## src/rtl/core/smpg_pkg.sv

```systemverilog
// shared types, constants and helpers of the stepper move pulse generator
package smpg_pkg;

  // field widths
  localparam int unsigned SPD_W     = 10;   // speed in degrees per second
  localparam int unsigned ANG_W     = 16;   // angle, Q12.4 degrees
  localparam int unsigned SPDEG_W   = 24;   // microsteps per degree, Q8.16
  localparam int unsigned TICKS_W   = 32;   // ticks per step at 1 deg/s
  localparam int unsigned RES_W     = 18;   // carried residual, Q1.16 steps
  localparam int unsigned STEPS_W   = 17;   // step counter
  localparam int unsigned PROD_W    = ANG_W + SPDEG_W;   // angle times rate
  localparam int unsigned TGT_W     = PROD_W + 2;        // signed target
  localparam int unsigned N_W       = TGT_W - 20;        // signed rounded count
  localparam int unsigned DIVD_W    = TICKS_W + 1;       // period dividend

  // apb register map
  localparam int unsigned PADDR_W = 4;
  localparam int unsigned PDATA_W = 32;
  localparam logic [1:0] REG_SPDEG_A = 2'd0;
  localparam logic [1:0] REG_SPDEG_B = 2'd1;
  localparam logic [1:0] REG_TICKS_A = 2'd2;
  localparam logic [1:0] REG_TICKS_B = 2'd3;

  // register reset values
  localparam logic [SPDEG_W-1:0] SPDEG_A_RST = 24'd1048576;
  localparam logic [SPDEG_W-1:0] SPDEG_B_RST = 24'd582542;
  localparam logic [TICKS_W-1:0] TICKS_A_RST = 32'd62500;
  localparam logic [TICKS_W-1:0] TICKS_B_RST = 32'd112500;

  // default depth of the command queue
  localparam int unsigned QUEUE_DEPTH = 2;

  // input beat
  typedef struct packed {
    logic             req_type;
    logic             motor_select;
    logic             direction;
    logic [SPD_W-1:0] speed_dps;
    logic [ANG_W-1:0] move_degrees;
  } req_t;

  // result beat
  typedef struct packed {
    logic motor_a_step;
    logic motor_a_dir;
    logic motor_a_enable_n;
    logic motor_b_step;
    logic motor_b_dir;
    logic motor_b_enable_n;
    logic busy_res;
    logic rejected;
  } res_t;

  // request class decided at the front
  typedef enum logic [1:0] {
    OP_TICK,
    OP_MOVE,
    OP_ZERO_SPEED
  } op_e;

  // queue entry
  typedef struct packed {
    op_e              kind;
    logic             motor_select;
    logic             direction;
    logic [SPD_W-1:0] speed_dps;
    logic [ANG_W-1:0] move_degrees;
  } cmd_t;

  // configuration register bank
  typedef struct packed {
    logic [SPDEG_W-1:0] spdeg_a;
    logic [SPDEG_W-1:0] spdeg_b;
    logic [TICKS_W-1:0] ticks_a;
    logic [TICKS_W-1:0] ticks_b;
  } cfg_t;

  // line levels from the motion state
  function automatic res_t emit_lines(input logic               moving,
                                      input logic               active,
                                      input logic [TICKS_W-1:0] elapsed,
                                      input logic [TICKS_W-1:0] period,
                                      input logic [1:0]         dir_lines,
                                      input logic               rejected);
    res_t r;
    logic level;
    level              = moving && (elapsed < (period >> 1));
    r.motor_a_step     = moving && !active && level;
    r.motor_a_dir      = dir_lines[0];
    r.motor_a_enable_n = !(moving && !active);
    r.motor_b_step     = moving && active && level;
    r.motor_b_dir      = dir_lines[1];
    r.motor_b_enable_n = !(moving && active);
    r.busy_res         = moving;
    r.rejected         = rejected;
    return r;
  endfunction

endpackage

```

## src/rtl/core/smpg_front.sv

```systemverilog
// front end: accepts request beats, classifies them and queues them
module smpg_front #(
  parameter int unsigned QUEUE_DEPTH = smpg_pkg::QUEUE_DEPTH
) (
  input  logic            clk_i,
  input  logic            rst_ni,
  input  logic            in_valid_i,
  output logic            in_stall_o,
  input  smpg_pkg::req_t  in_data_i,
  output logic            head_valid_o,
  output smpg_pkg::cmd_t  head_o,
  input  logic            pop_i
);
  import smpg_pkg::*;

  localparam int unsigned PtrW = (QUEUE_DEPTH > 1) ? $clog2(QUEUE_DEPTH) : 1;
  localparam int unsigned CntW = $clog2(QUEUE_DEPTH + 1);
  localparam logic [PtrW-1:0] LastPtr = PtrW'(QUEUE_DEPTH - 1);
  localparam logic [CntW-1:0] FullCnt = CntW'(QUEUE_DEPTH);

  cmd_t            mem_q [QUEUE_DEPTH];
  logic [PtrW-1:0] wr_ptr_q, rd_ptr_q;
  logic [CntW-1:0] cnt_q;
  logic            push, pop;
  cmd_t            cmd;

  // classify the incoming beat
  always_comb begin
    cmd.motor_select = in_data_i.motor_select;
    cmd.direction    = in_data_i.direction;
    cmd.speed_dps    = in_data_i.speed_dps;
    cmd.move_degrees = in_data_i.move_degrees;
    if (in_data_i.req_type) begin
      cmd.kind = OP_TICK;
    end else if (in_data_i.speed_dps == '0) begin
      cmd.kind = OP_ZERO_SPEED;
    end else begin
      cmd.kind = OP_MOVE;
    end
  end

  assign in_stall_o   = (cnt_q == FullCnt);
  assign push         = in_valid_i && !in_stall_o;
  assign pop          = pop_i && head_valid_o;
  assign head_valid_o = (cnt_q != '0);
  assign head_o       = mem_q[rd_ptr_q];

  // queue storage
  always_ff @(posedge clk_i) begin
    if (push) begin
      mem_q[wr_ptr_q] <= cmd;
    end
  end

  // queue pointers and fill count
  always_ff @(posedge clk_i or negedge rst_ni) begin
    if (!rst_ni) begin
      wr_ptr_q <= '0;
      rd_ptr_q <= '0;
      cnt_q    <= '0;
    end else begin
      if (push) begin
        wr_ptr_q <= (wr_ptr_q == LastPtr) ? '0 : wr_ptr_q + 1'b1;
      end
      if (pop) begin
        rd_ptr_q <= (rd_ptr_q == LastPtr) ? '0 : rd_ptr_q + 1'b1;
      end
      if (push && !pop) begin
        cnt_q <= cnt_q + 1'b1;
      end else if (pop && !push) begin
        cnt_q <= cnt_q - 1'b1;
      end
    end
  end

endmodule

```

## src/rtl/core/smpg_div.sv

```systemverilog
// restoring divider for the step period, one quotient bit per cycle
module smpg_div (
  input  logic                                clk_i,
  input  logic                                rst_ni,
  input  logic                                start_i,
  input  logic [smpg_pkg::DIVD_W-1:0]         dividend_i,
  input  logic [smpg_pkg::SPD_W-1:0]          divisor_i,
  output logic                                busy_o,
  output logic [smpg_pkg::DIVD_W-1:0]         quot_o
);
  import smpg_pkg::*;

  localparam int unsigned CntW = $clog2(DIVD_W + 1);

  logic [CntW-1:0]   cnt_q;
  logic [SPD_W-1:0]  rem_q, dsr_q;
  logic [DIVD_W-1:0] quo_q;
  logic [SPD_W:0]    rem_sh, rem_sub;
  logic              ge;

  // one restoring step
  assign rem_sh  = {rem_q, quo_q[DIVD_W-1]};
  assign ge      = (rem_sh >= {1'b0, dsr_q});
  assign rem_sub = rem_sh - {1'b0, dsr_q};

  assign busy_o = (cnt_q != '0);
  assign quot_o = quo_q;

  // step counter
  always_ff @(posedge clk_i or negedge rst_ni) begin
    if (!rst_ni) begin
      cnt_q <= '0;
    end else if (start_i) begin
      cnt_q <= CntW'(DIVD_W);
    end else if (busy_o) begin
      cnt_q <= cnt_q - 1'b1;
    end
  end

  // remainder and quotient shift register
  always_ff @(posedge clk_i) begin
    if (start_i) begin
      rem_q <= '0;
      dsr_q <= divisor_i;
      quo_q <= dividend_i;
    end else if (busy_o) begin
      rem_q <= ge ? rem_sub[SPD_W-1:0] : rem_sh[SPD_W-1:0];
      quo_q <= {quo_q[DIVD_W-2:0], ge};
    end
  end

endmodule

```

## src/rtl/core/smpg_back.sv

```systemverilog
// back end: executes ticks and moves, holds motion state and result register
module smpg_back (
  input  logic            clk_i,
  input  logic            rst_ni,
  input  smpg_pkg::cfg_t  cfg_i,
  input  logic            head_valid_i,
  input  smpg_pkg::cmd_t  head_i,
  output logic            pop_o,
  output logic            out_valid_o,
  input  logic            out_stall_i,
  output smpg_pkg::res_t  out_data_o
);
  import smpg_pkg::*;

  typedef enum logic [2:0] {
    ST_IDLE,
    ST_MUL,
    ST_TGT,
    ST_RND,
    ST_ERR,
    ST_WAIT
  } state_e;

  localparam logic [TGT_W-1:0]   RoundHalf = TGT_W'(1) << 19;
  localparam logic [STEPS_W-1:0] StepsMax  = '1;

  state_e             state_q;
  logic [RES_W-1:0]   res_a_q, res_b_q;
  logic               last_dir_a_q, last_dir_b_q;
  logic [STEPS_W-1:0] steps_left_q;
  logic [TICKS_W-1:0] period_q, elapsed_q;
  logic               active_q, moving_q;
  logic [1:0]         dir_lines_q;
  logic               out_valid_q;
  res_t               out_data_q;

  // move datapath registers
  logic               mot_q, dir_q;
  logic [ANG_W-1:0]   ang_q;
  logic [SPDEG_W-1:0] spdeg_q;
  logic [RES_W:0]     r_q;
  logic [PROD_W-1:0]  prod_q;
  logic [TGT_W-1:0]   target_q;
  logic [N_W-1:0]     n_q;
  logic [RES_W-1:0]   res_new_q;

  logic               can_emit, do_tick, do_reject, do_start, finish;
  logic               div_busy;
  logic [DIVD_W-1:0]  div_quot, dividend;
  logic [RES_W-1:0]   res_sel;
  logic               last_sel;
  logic [RES_W:0]     r_ext, r_d;
  logic [TGT_W-1:0]   target_d, tgt_pos, tgt_mag, tgt_mag_rnd, err_d;
  logic [N_W-1:0]     n_d, n_mag;
  logic [TICKS_W-1:0] elapsed_inc, period_new;
  logic               tick_wrap, n_pos;
  logic [STEPS_W-1:0] steps_dec, steps_new;
  logic [1:0]         dir_new;

  // dispatch of the queue head
  assign can_emit = !out_valid_q || !out_stall_i;
  always_comb begin
    do_tick   = 1'b0;
    do_reject = 1'b0;
    do_start  = 1'b0;
    if (state_q == ST_IDLE && head_valid_i && can_emit) begin
      unique case (head_i.kind)
        OP_TICK:       do_tick   = 1'b1;
        OP_ZERO_SPEED: do_reject = 1'b1;
        OP_MOVE: begin
          do_reject = moving_q;
          do_start  = !moving_q;
        end
        default:       do_reject = 1'b1;
      endcase
    end
  end
  assign finish = (state_q == ST_WAIT) && !div_busy && can_emit;
  assign pop_o  = do_tick || do_reject || finish;

  // residual of the selected motor, negated on a direction change
  assign res_sel  = head_i.motor_select ? res_b_q : res_a_q;
  assign last_sel = head_i.motor_select ? last_dir_b_q : last_dir_a_q;
  assign r_ext    = {res_sel[RES_W-1], res_sel};
  assign r_d      = (head_i.direction != last_sel) ? (~r_ext + 1'b1) : r_ext;

  // period divider, rounded half up
  assign dividend = {1'b0, (head_i.motor_select ? cfg_i.ticks_b : cfg_i.ticks_a)}
                  + DIVD_W'(head_i.speed_dps[SPD_W-1:1]);

  smpg_div u_div (
    .clk_i      (clk_i),
    .rst_ni     (rst_ni),
    .start_i    (do_start),
    .dividend_i (dividend),
    .divisor_i  (head_i.speed_dps),
    .busy_o     (div_busy),
    .quot_o     (div_quot)
  );

  // target at 2^-20 step
  assign target_d = {2'b00, prod_q} - {{(TGT_W-RES_W-5){r_q[RES_W]}}, r_q, 4'h0};

  // round half away from zero
  assign tgt_pos     = target_q + RoundHalf;
  assign tgt_mag     = ~target_q + 1'b1;
  assign tgt_mag_rnd = tgt_mag + RoundHalf;
  assign n_mag       = tgt_mag_rnd[TGT_W-1:20];
  assign n_d         = target_q[TGT_W-1] ? (~n_mag + 1'b1) : tgt_pos[TGT_W-1:20];

  // rounding error, floored to 2^-16 step
  assign err_d = {n_q, 20'h0} - target_q;

  // move datapath
  always_ff @(posedge clk_i) begin
    if (do_start) begin
      mot_q   <= head_i.motor_select;
      dir_q   <= head_i.direction;
      ang_q   <= head_i.move_degrees;
      spdeg_q <= head_i.motor_select ? cfg_i.spdeg_b : cfg_i.spdeg_a;
      r_q     <= r_d;
    end
    case (state_q)
      ST_MUL:  prod_q    <= {{SPDEG_W{1'b0}}, ang_q} * {{ANG_W{1'b0}}, spdeg_q};
      ST_TGT:  target_q  <= target_d;
      ST_RND:  n_q       <= n_d;
      ST_ERR:  res_new_q <= err_d[RES_W+3:4];
      default: ;
    endcase
  end

  // tick advance
  assign elapsed_inc = elapsed_q + 1'b1;
  assign tick_wrap   = (elapsed_inc >= period_q);
  assign steps_dec   = steps_left_q - 1'b1;

  // move commit values
  assign n_pos      = !n_q[N_W-1] && (n_q != '0);
  assign steps_new  = (n_q[N_W-2:STEPS_W] != '0) ? StepsMax : n_q[STEPS_W-1:0];
  assign period_new = (div_quot[DIVD_W-1:1] == '0) ? TICKS_W'(2) : div_quot[TICKS_W-1:0];
  assign dir_new    = mot_q ? {dir_q, dir_lines_q[0]} : {dir_lines_q[1], dir_q};

  // sequencer, motion state and result register
  always_ff @(posedge clk_i or negedge rst_ni) begin
    if (!rst_ni) begin
      state_q      <= ST_IDLE;
      res_a_q      <= '0;
      res_b_q      <= '0;
      last_dir_a_q <= 1'b0;
      last_dir_b_q <= 1'b0;
      steps_left_q <= '0;
      period_q     <= '0;
      elapsed_q    <= '0;
      active_q     <= 1'b0;
      dir_lines_q  <= '0;
      moving_q     <= 1'b0;
      out_valid_q  <= 1'b0;
      out_data_q   <= '0;
    end else begin
      // result valid: set by every retired beat, cleared once taken
      if (pop_o) begin
        out_valid_q <= 1'b1;
      end else if (!out_stall_i) begin
        out_valid_q <= 1'b0;
      end
      unique case (state_q)
        ST_IDLE: begin
          if (do_start) begin
            state_q <= ST_MUL;
          end
          if (do_reject) begin
            out_data_q  <= emit_lines(moving_q, active_q, elapsed_q, period_q,
                                      dir_lines_q, 1'b1);
          end
          if (do_tick) begin
            out_data_q  <= emit_lines(moving_q, active_q, elapsed_q, period_q,
                                      dir_lines_q, 1'b0);
            if (moving_q) begin
              if (tick_wrap) begin
                elapsed_q    <= '0;
                steps_left_q <= steps_dec;
                if (steps_dec == '0) begin
                  moving_q <= 1'b0;
                end
              end else begin
                elapsed_q <= elapsed_inc;
              end
            end
          end
        end
        ST_MUL: state_q <= ST_TGT;
        ST_TGT: state_q <= ST_RND;
        ST_RND: state_q <= ST_ERR;
        ST_ERR: state_q <= ST_WAIT;
        ST_WAIT: begin
          if (finish) begin
            state_q <= ST_IDLE;
            if (mot_q) begin
              res_b_q      <= res_new_q;
              last_dir_b_q <= dir_q;
            end else begin
              res_a_q      <= res_new_q;
              last_dir_a_q <= dir_q;
            end
            dir_lines_q  <= dir_new;
            active_q     <= mot_q;
            period_q     <= period_new;
            elapsed_q    <= '0;
            moving_q     <= n_pos;
            steps_left_q <= n_pos ? steps_new : '0;
            out_data_q   <= emit_lines(n_pos, mot_q, '0, period_new, dir_new, 1'b0);
          end
        end
        default: state_q <= ST_IDLE;
      endcase
    end
  end

  assign out_valid_o = out_valid_q;
  assign out_data_o  = out_data_q;

endmodule

```

## src/rtl/core/stepper_move_pulse_generator.sv

```systemverilog
// top level of the two-motor step/dir pulse generator with its register bank
//
// Request channel (in_valid_i / in_stall_o / in_data_i) carries tick beats and
// move beats. Each accepted beat gives exactly one result beat on the result
// channel (out_valid_o / out_stall_i / out_data_o), in order.
// A tick beat reports the step, dir and enable line levels during that tick
// and then advances the step timer; ticks flow at one beat per cycle while no
// move is computing and the result side does not stall, through the queue,
// then the result register. A move beat computes the rounded step count over
// a multiply and three add/round steps, and the step period with a bit-serial
// divider. A move that arrives while a move runs, or with zero speed, is
// refused.
// Behind a move the command queue keeps taking beats until it is full, then
// raises in_stall_o. A stall on the result side holds the result register
// and, once the queue fills, stalls the request side.
// Reset clears the queue, the motion state and residuals, and loads the
// default register values. Registers sit on an APB port at byte offsets 0, 4,
// 8, 12; the user writes them only while the block is idle (not enforced).
module stepper_move_pulse_generator #(
  parameter int unsigned QUEUE_DEPTH = smpg_pkg::QUEUE_DEPTH
) (
  input  logic                            clk_i,
  input  logic                            rst_ni,
  input  logic                            in_valid_i,
  output logic                            in_stall_o,
  input  smpg_pkg::req_t                  in_data_i,
  output logic                            out_valid_o,
  input  logic                            out_stall_i,
  output smpg_pkg::res_t                  out_data_o,
  input  logic                            psel,
  input  logic                            penable,
  input  logic                            pwrite,
  input  logic [smpg_pkg::PADDR_W-1:0]    paddr,
  input  logic [smpg_pkg::PDATA_W-1:0]    pwdata,
  output logic [smpg_pkg::PDATA_W-1:0]    prdata,
  output logic                            pready
);
  import smpg_pkg::*;

  cfg_t       cfg_q;
  logic       cfg_we;
  logic [1:0] reg_idx;
  logic       head_valid, pop;
  cmd_t       head;

  // register bank
  assign pready  = 1'b1;
  assign reg_idx = paddr[3:2];
  assign cfg_we  = psel && penable && pwrite && pready;

  always_ff @(posedge clk_i or negedge rst_ni) begin
    if (!rst_ni) begin
      cfg_q.spdeg_a <= SPDEG_A_RST;
      cfg_q.spdeg_b <= SPDEG_B_RST;
      cfg_q.ticks_a <= TICKS_A_RST;
      cfg_q.ticks_b <= TICKS_B_RST;
    end else if (cfg_we) begin
      unique case (reg_idx)
        REG_SPDEG_A: cfg_q.spdeg_a <= pwdata[SPDEG_W-1:0];
        REG_SPDEG_B: cfg_q.spdeg_b <= pwdata[SPDEG_W-1:0];
        REG_TICKS_A: cfg_q.ticks_a <= pwdata[TICKS_W-1:0];
        REG_TICKS_B: cfg_q.ticks_b <= pwdata[TICKS_W-1:0];
        default: ;
      endcase
    end
  end

  // register readback
  always_comb begin
    unique case (reg_idx)
      REG_SPDEG_A: prdata = PDATA_W'(cfg_q.spdeg_a);
      REG_SPDEG_B: prdata = PDATA_W'(cfg_q.spdeg_b);
      REG_TICKS_A: prdata = PDATA_W'(cfg_q.ticks_a);
      REG_TICKS_B: prdata = PDATA_W'(cfg_q.ticks_b);
      default:     prdata = '0;
    endcase
  end

  smpg_front #(
    .QUEUE_DEPTH (QUEUE_DEPTH)
  ) u_front (
    .clk_i        (clk_i),
    .rst_ni       (rst_ni),
    .in_valid_i   (in_valid_i),
    .in_stall_o   (in_stall_o),
    .in_data_i    (in_data_i),
    .head_valid_o (head_valid),
    .head_o       (head),
    .pop_i        (pop)
  );

  smpg_back u_back (
    .clk_i        (clk_i),
    .rst_ni       (rst_ni),
    .cfg_i        (cfg_q),
    .head_valid_i (head_valid),
    .head_i       (head),
    .pop_o        (pop),
    .out_valid_o  (out_valid_o),
    .out_stall_i  (out_stall_i),
    .out_data_o   (out_data_o)
  );

endmodule

```

## config.mk

```make
export PLATFORM = sky130hd
export DESIGN_NAME = stepper_move_pulse_generator
export DESIGN_NICKNAME = d
export VERILOG_FILES = /design/src/rtl/core/smpg_pkg.sv /design/src/rtl/core/smpg_front.sv /design/src/rtl/core/smpg_div.sv /design/src/rtl/core/smpg_back.sv /design/src/rtl/core/stepper_move_pulse_generator.sv
export SDC_FILE = /design/constraint.sdc
export NUM_CORES = 2
export LEC_CHECK = 0
export ABC_AREA = 1
export BUFFER_PORTS_ARGS = -buffer_cell sky130_fd_sc_hd__buf_2
export CAP_MARGIN = 40
export CORE_MARGIN = 4
export CORE_UTILIZATION = 35
export DETAILED_ROUTE_END_ITERATION = 16
export GPL_TIMING_DRIVEN = 0
export PLACE_DENSITY = 0.61
export SYNTH_ARGS = -nofsm -noshare
export SYNTH_HDL_FRONTEND = slang
export SYNTH_HIERARCHICAL = 1
export SYNTH_SLANG_ARGS = --single-unit
```

## constraint.sdc

```tcl
create_clock -name clk_i -period 15.5 [get_ports clk_i]
set_input_delay 0.775 -clock clk_i [delete_from_list [all_inputs] [get_ports clk_i]]
set_output_delay 0.775 -clock clk_i [all_outputs]
set_load 0.01 [all_outputs]
```

==> impl_metrics.toml <==
[clock_tree]
cts_hold_buffers = 0
postCtsSetupBuffers = 0
cts-htree-levels = 2
cts_tree = "done"
postCtsResizedCells = 0
clock-sinks = 553
clk_pin_slew_ns = 0.06
clk-insertion-delay-late_ns = 0.65
cts-root-buf = "clkbuf_16"
numCtsBuffers = 61
cts_buffer_depth = 3

[logic_synthesis]
synth_cell_type_count = 70
ys.flop_type = "edfxtp_1"
synth-seq-area-share = 0.340
async_flop_share = 0.465
yosysWarningCount = 6
synth_edf_count = 286
syn_area_sq_mm = 0.0449
synth_nets = 6205
postSynthAreaPerCell_sq_um = 8.04
syn_inst = 5583
synth_seq_cells = 553

[placement]
placed_cells_incl_taps = 7367
place_hpwl_microns = 109000
portBuffers = 109
gp_congestion = 0.971

[finish]
fillers = 13000
layout.cells.non_filler = 7483
diodes = 0
fin_nets = 6391
syn2layout_area_growth_pct = 11.3
drive_above_1_share = 0.0854
multi_input_area_sq_mm = 0.0251
seq_area_sq_mm = 0.0153

[global_routing]
grt_util_met2 = 0.313
grt_antenna_before_repair = 6
grt_use_met3 = 0.0339
grt_use_total = 0.198
use_met1 = 0.275
grt_pass1_wl_microns = 211000
overflow = 0
grt_pass1_vias = 37100
grt.busiest_layer = "met2"
grt_max_degree = 112

[timing]
rsz0062_at_grt = "false"
hold_viol_final = 0
setup_violations = 0
max_slew_margin = 0.405
timing.final.max_slew_violations = 0
worst_pin_slew_ns = 0.889
period_needed_ns = 7.02
fin_skew_ns = 0.0293
fin_crit_sh = 0.453
timing.fmax_mhz = 143
totalNegativeSetupSlack_ns = 0

[die]
die_area_sq_mm = 0.134
row_count = 131
io_pins = 115
core_area_sq_mm = 0.128
die_y_microns = 366
die_w_microns = 366
start_util = 0.352

[worst_setup_path]
ff2ff_path_depth = 22
critPathKind = "flip-flop to flip-flop"
r2r_slack_ns = 8.48
crit_fanout = 10
worstPathArrival_ns = 7.39
start_kind = "flip-flop"
reg2reg_from = "u_back/spdeg_q[8]"
endpoint_kind = "flip-flop"
r2r-end = "u_back/prod_q[37]"
critPathRequiredTime_ns = 15.87

[route]
vias_per_cell = 4.97
drt_wl_total_microns = 134000
drc = 0
first_pass_iters = 6
wl_per_cell_microns = 17.9
ant_nets = 0
via_count = 37200
drtIter0Drc = 2951

[run]
maxCapViolations = 0

[outcome]
status = "complete, no violations"

[worst_hold_path]
hp-class = "input pin to asynchronous set/reset pin"
## critical path, cell delays in order, from the launching register on
cell	delay (ns)
edfxtp_1	0.32
clkbuf_1	0.55
clkbuf_1	0.50
nand2_1	0.15
fa_1	0.60
fa_1	0.44
fa_1	0.47
fa_1	0.55
inv_1	0.05
fa_1	0.47
inv_1	0.05
fa_1	0.54
inv_1	0.05
ha_1	0.41
nand2_1	0.15
nor2_1	0.17
nand3_1	0.10
nand3_1	0.16
a21oi_1	0.16
o21ai_0	0.30
nand2_1	0.15
o21ai_0	0.26
xor2_1	0.13
## registers in the layout, summed over array words and instances, names as in the netlist, 16 cells and up
signal,cells
u_back/target_q,42
u_back/spdeg_q,24
u_back/steps_left_q,17
u_back/res_b_q,18
u_back/prod_q,40
u_back/elapsed_q,32
u_front/mem_q,60
u_back/u_div/quot_o,33
cfg_q,112
u_back/ang_q,16
u_back/res_a_q,18
u_back/res_new_q,18
u_back/period_q,32
u_back/r_q,19
u_back/n_q,22
## cell type report
class / instances / share of cell area
plain buffers: 182 / 0.0192
clock buffers: 88 / 0.0339
clock inverters: 27 / 0.00864
inverters: 967 / 0.0728
multi-input cells: 3881 / 0.502
flip-flops and latches: 553 / 0.305
well taps: 1662 / 0.0416
repair buffers: 123 / 0.0163
## synthesized netlist by cell type, drive strengths merged (28+ instances only)
master,number,area share
nand2,1782,0.15
inv,966,0.081
nor2,374,0.036
fa,309,0.14
edfxtp,286,0.19
o21ai,249,0.030
ha,241,0.067
nand3,232,0.028
dfrtp,228,0.13
a21oi,153,0.018
xor2,129,0.025
clkbuf,117,0.0098
nand4,79,0.011
nor3,68,0.0094
buf,65,0.012
xnor2,53,0.010
a31oi,34,0.0047
nor4,30,0.0043
dfstp,29,0.017
or2,28,0.0040
## metal layers
layer  routed length, microns  vias up  share of wire
met1                    59900    17800           0.45
met2                    59600     1214           0.44
met5                       41        -        0.00031
met4                     4990        6          0.037
li1                         -    17900              -
met3                     9680      262          0.072
## placed cells by master (no fill, tap or decap), types with 141 or more instances in the layout
cell type,count
nand2_1,1751
inv_1,940
nor2_1,330
fa_1,309
edfxtp_1,286
ha_1,241
dfrtp_1,228
nand3_1,213
o21ai_0,203
a21oi_1,149
clkbuf_1,141
## per-stage QoR
stage / hold slack, ns / setup slack (ns) / util / cell area (sq um)
CTS: 0.101 / 8.54 / 0.392 / 49900
finish: 0.108 / 8.48 / 0.392 / 49900
global route: 0.141 / 8.10 / 0.392 / 49900
floorplan: 0.400 / 9.71 / - / 44900
detailed placement: 0.413 / 8.56 / 0.375 / 47800
global placement: 0.407 / 7.61 / 0.373 / 47500
## logic make-up (layout without fill, tap and decap cells)
kind of cell               Yosys count  after routing  share of synthesized area
adders and majority gates          550            550                      0.205
and+or+nand+nor                   2611           2611                      0.247
xor gates and xnor gates           182            182                     0.0355
muxes                               22             22                    0.00491
DFF                                553            553                      0.340
other                                1              1                  0.0000835
AOI/OAI and AO/OA                  515            515                     0.0656
buffers and inverters             1149           1387                      0.102
## how the worst max path moves through the flow
stage,from,to
global route,u_back/spdeg_q[8],u_back/prod_q[37]
floorplan,u_back/spdeg_q[8],u_back/prod_q[37]
finish,u_back/spdeg_q[8],u_back/prod_q[37]
CTS,u_back/spdeg_q[8],u_back/prod_q[37]
global placement,u_front/rd_ptr_q,u_back/u_div/rem_q[1]
detailed placement,u_back/spdeg_q[8],u_back/prod_q[37]
Power is left out: the tool's default activity adds up to more than one toggle a clock period on the data nets, which glitch-free logic cannot reach.
